--- src/rtl/core/tcc_ram.sv ---
// ----------------------------------------------------------------------------
// tcc_ram
// Generic single-write, single-read synchronous RAM with registered read data.
// ----------------------------------------------------------------------------
module tcc_ram #(
	parameter int WIDTH  = 8,
	parameter int DEPTH  = 16,
	parameter int ADDR_W = $clog2(DEPTH)
) (
	input  logic              clk,
	input  logic              we,
	input  logic [ADDR_W-1:0] waddr,
	input  logic [WIDTH-1:0]  wdata,
	input  logic              re,
	input  logic [ADDR_W-1:0] raddr,
	output logic [WIDTH-1:0]  rdata
);

	logic [WIDTH-1:0] mem_q [DEPTH];

	// write port
	always_ff @(posedge clk) begin
		if (we) begin
			mem_q[waddr] <= wdata;
		end
	end

	// registered read port
	always_ff @(posedge clk) begin
		if (re) begin
			rdata <= mem_q[raddr];
		end
	end

endmodule

--- config.mk ---
export PLATFORM = sky130hd
export DESIGN_NAME = tcc_ram
export DESIGN_NICKNAME = d
export VERILOG_FILES = /design/src/rtl/core/tcc_ram.sv
export SDC_FILE = /design/constraint.sdc
export NUM_CORES = 1
export LEC_CHECK = 0
export BUFFER_PORTS_ARGS = -buffer_cell sky130_fd_sc_hd__buf_2
export CAP_MARGIN = 25
export CELL_PAD_IN_SITES_DETAIL_PLACEMENT = 1
export CELL_PAD_IN_SITES_GLOBAL_PLACEMENT = 1
export CORE_MARGIN = 8
export CORE_UTILIZATION = 33
export DETAILED_ROUTE_END_ITERATION = 6
export GPL_TIMING_DRIVEN = 0
export PLACE_DENSITY = 0.61
export SYNTH_ARGS = -nofsm -noshare
export SYNTH_HDL_FRONTEND = slang
export SYNTH_SLANG_ARGS = --single-unit
--- constraint.sdc ---
create_clock -name clk -period 2.16 [get_ports clk]
set_clock_uncertainty 0.15 [all_clocks]
set_input_delay 0.324 -clock clk [delete_from_list [all_inputs] [get_ports clk]]
set_output_delay 0.324 -clock clk [all_outputs]
set_load 0.005 [all_outputs]
### After elaboration in Yosys (flattened, before gate mapping)

Memory sizes are Yosys's and may differ from the RTL's. A register that Yosys moved wholly into a read port is not among the register bits.
Index checks and enable logic that the tools add are counted.

* add/sub/neg operators: 0
* multipliers: 0
* div/mod/pow operators: 0
* order comparisons: 0
* eq/ne operators: 0
* shifts and indexed selects: 0
* muxes and demuxes: 2
* bitwise gates (word level): 0
* reductions and logical operators: 0

Operators by type and width (count)
* 2-to-1 mux 1 bit: 2

* register bits: 0
* bits in latches: 0
* memory bits (writable): 128
* ROM bits: 0
* bits of input ports: 19
* output and inout bits: 8
* word-level logic and storage cells: 3
* memories kept: 1

Memories
* mem_q: words 16, width 8, read ports 1, clocked after Yosys merged registers in 1, wr ports 1, RTL line 19 `logic [WIDTH-1:0] mem_q [DEPTH];`

### Depth between registers and ports, before layout

* depth in word-level cells: 2
* mapped depth: 5
* gate-level depth less buffers: 3

### Worst setup path before layout

No wires, ideal clock.

* path kind: input -> register
* start point: in waddr[2]
* end point: mem mem_q[0][0], enable pin
* setup time: 0.383 ns
* data arrival time: 1.434 ns
* path slack: 0.193 ns
* stages on the path: 2
* path buffers: 0
* cells stage by stage: or3b_2 -> nor3_1

RTL lines
* from (decl): RTL line 12 `input logic [ADDR_W-1:0] waddr,`
* to (decl): RTL line 19

No word-level cell before the write port.

### Worst setup path in the final report

* start point: in waddr[2]
* end point: mem mem_q[3][1], enable pin

No word-level cell before the write port.

==> reports/metrics.yaml <==
portBuffers: 25
p_per_area_nw_per_um2: 943
fin_crit_sh: 0.814
crit_type: "in2reg"
die-width_um: 142
initial_utilization: 0.333
rsz0062_at_grt: "no"
syn-num-nets: 248
stdcell_count: 506
timing.rr.end: "rdata[0]$_DFFE_PP_"
worstPathMaxFanout: 8
vias_per_cell: 4.91
gr-usage-all-layers: 0.119
post-cts-setup-buffers: 0
drt_iter0_drc: 273
crit_start: "waddr[2]"
worst_pin_slew_ns: 0.854
clk_pin_slew_ns: 0.05
wirelength_um: 11100
wl_per_cell_um: 22.0
drive_gt1_frac: 0.279
synthTopCellsByArea: "edfxtp_1, mux4_2, mux4_1, a22oi_1, nor2_1"
ctsResizeCount: 0
grt_pass1_vias: 2611
drv_slew: 0
worstPathRequired_ns: 2.04
io_pins: 27
synth_cell_types: 18
drc: 0
worstSetupEndpointType: "register"
antenna_cells: 0
reg2regPathDepth: 3
first_pass_iters: 4
synth_seq_cells: 136
cp-start-kind: "input port"
hp-class: "in2reg"
irDropWorstVdd_mv: 0.544
yosysSeqAreaShare: 0.781
setup_violations: 0
ant_nets: 0
antenna_found_initial: 0
final_area_sq_um: 6170
syn_area_per_cell_sq_um: 22.8
synthCells: 229
cp.arrival_ns: 1.64
cts_root_buf: "clkbuf_16"
drv_cap: 0
gp_congestion: 0.676
grt_overflow: 0
syn2layout_area_growth_pct: 18.0
fmaxAchievable_mhz: 569
slew_headroom: 0.429
die-area_sq_um: 20100
dp_hpwl_um: 7430
nets: 296
synth_largest_area_cell: "edfxtp_1"
min_period_ns: 1.76
ff2ff_setup_slack_ns: 0.40
clock_latency_ns: 0.41
utilization: 0.392
endpoint: "mem_q[3][1]$_DFFE_PP_"
vias: 2483
grt_max_degree: 17
coreArea_sq_um: 15700
grt_pass1_wl_um: 16500
ctsHoldBuffers: 0
dp_cells: 474
rr_startpoint: "mem_q[5][0]$_DFFE_PP_"
clock-sinks: 136
num_rows: 46
yosysWarnings: 0
hold_violations: 0
dpl_cell_area_sq_um: 5650
die_h_um: 142
cts_buffer_depth: 2
synth.top_cell.area_share: 0.781
syn_area_sq_um: 5230
p_leak_nw: 2.02
cts_tree: "yes"
cts_inserted_buffers: 17
htree_levels: 4
outcome: "finished, final reports clean"
## power by group
part,internal [W],switching [W]
clock network,0.00154,0.00101
logic,0.000116,0.000171
registers,0.00298,0.0000124
## cell usage after synthesis (all sizes together)
library cell,number
edfxtp,136
mux4,32
a22oi,16
nor2,13
nand2,9
buf,7
nor3,4
clkdlybuf4s25,3
nand2b,2
nand3b,2
and2,1
and2b,1
nand3,1
nor2b,1
or3b,1
## cells in the final DEF, fill, tap and decap left out, types with 2 or more instances in the layout
cell type and n:
buf_4 3, mux4_2 18, clkinvlp_4 2, clkbuf_16 17, buf_2 30, edfxtp_1 136, buf_6 3, nand2_1 9
nor3_1 4, nand3b_1 2, nand2b_1 2, nor2_1 13, mux4_1 14, clkdlybuf4s25_2 3, clkinv_2 3, a22oi_1 16
clkinv_1 8
## layer usage
metal | GRT usage | vias up | part of all wire
met1 | 0.151 | 1315 | 0.44
met4 | 0.0554 | 0 | 0.014
li1 | - | 1084 | -
met2 | 0.184 | 69 | 0.49
met3 | 0.0339 | 15 | 0.052
met5 | 0 | - | 0
## worst min path at each step
| stage | cells past startpoint | slack (ns) | end | startpoint |
|---|---|---|---|---|
| after floorplan | 0 | 0.27 | mem_q[0][0]$_DFFE_PP_ | wdata[0] |
| after global placement | 1 | 0.54 | rdata[3]$_DFFE_PP_ | re |
| after detailed placement | 1 | 0.55 | rdata[3]$_DFFE_PP_ | re |
| final | 1 | 0.12 | rdata[7]$_DFFE_PP_ | re |
| after CTS | 1 | 0.11 | rdata[3]$_DFFE_PP_ | re |
| after global routing | 1 | 0.11 | rdata[3]$_DFFE_PP_ | re |
## registers in the layout, indices dropped and copies added (netlist names)
signal	flops
mem_q	128
rdata	8
## kinds of logic after synthesis
| group | share of synthesized area |
|---|---|
| DFF | 0.781 |
| and+or+nand+nor | 0.0314 |
| muxes | 0.148 |
| AOI/OAI and AO/OA | 0.0230 |
| buffers and inverters | 0.0165 |
## cell type report
type                       instances  area (sq um)
buffer                            10          86.3
clock buffer                      18           429
clock inverter                    14          90.1
fill                            1505          9550
multi-input combinational         83          1060
sequential                       136          4080
tap                              216           270
timing repair buffer              29           150
## metrics by stage
stage | hold WS, ns | TNS, ns | total power [W] | setup WS, ns
2_1_floorplan | 0.273 | 0 | 0.00319 | 0.193
4_1_cts | 0.112 | 0 | 0.00587 | 0.346
3_5_place_dp | 0.548 | -1.23 | 0.00334 | -0.0550
6_report | 0.115 | 0 | 0.00582 | 0.402
3_3_place_gp | 0.540 | -6.51 | 0.00332 | -0.450
5_1_grt | 0.113 | 0 | 0.00600 | 0.319
## critical path, stage by stage
cell	delay [ns]
buf_2	0.11
or3b_2	0.53
nor2_1	0.67
Power figures use the tool's default switching activity.
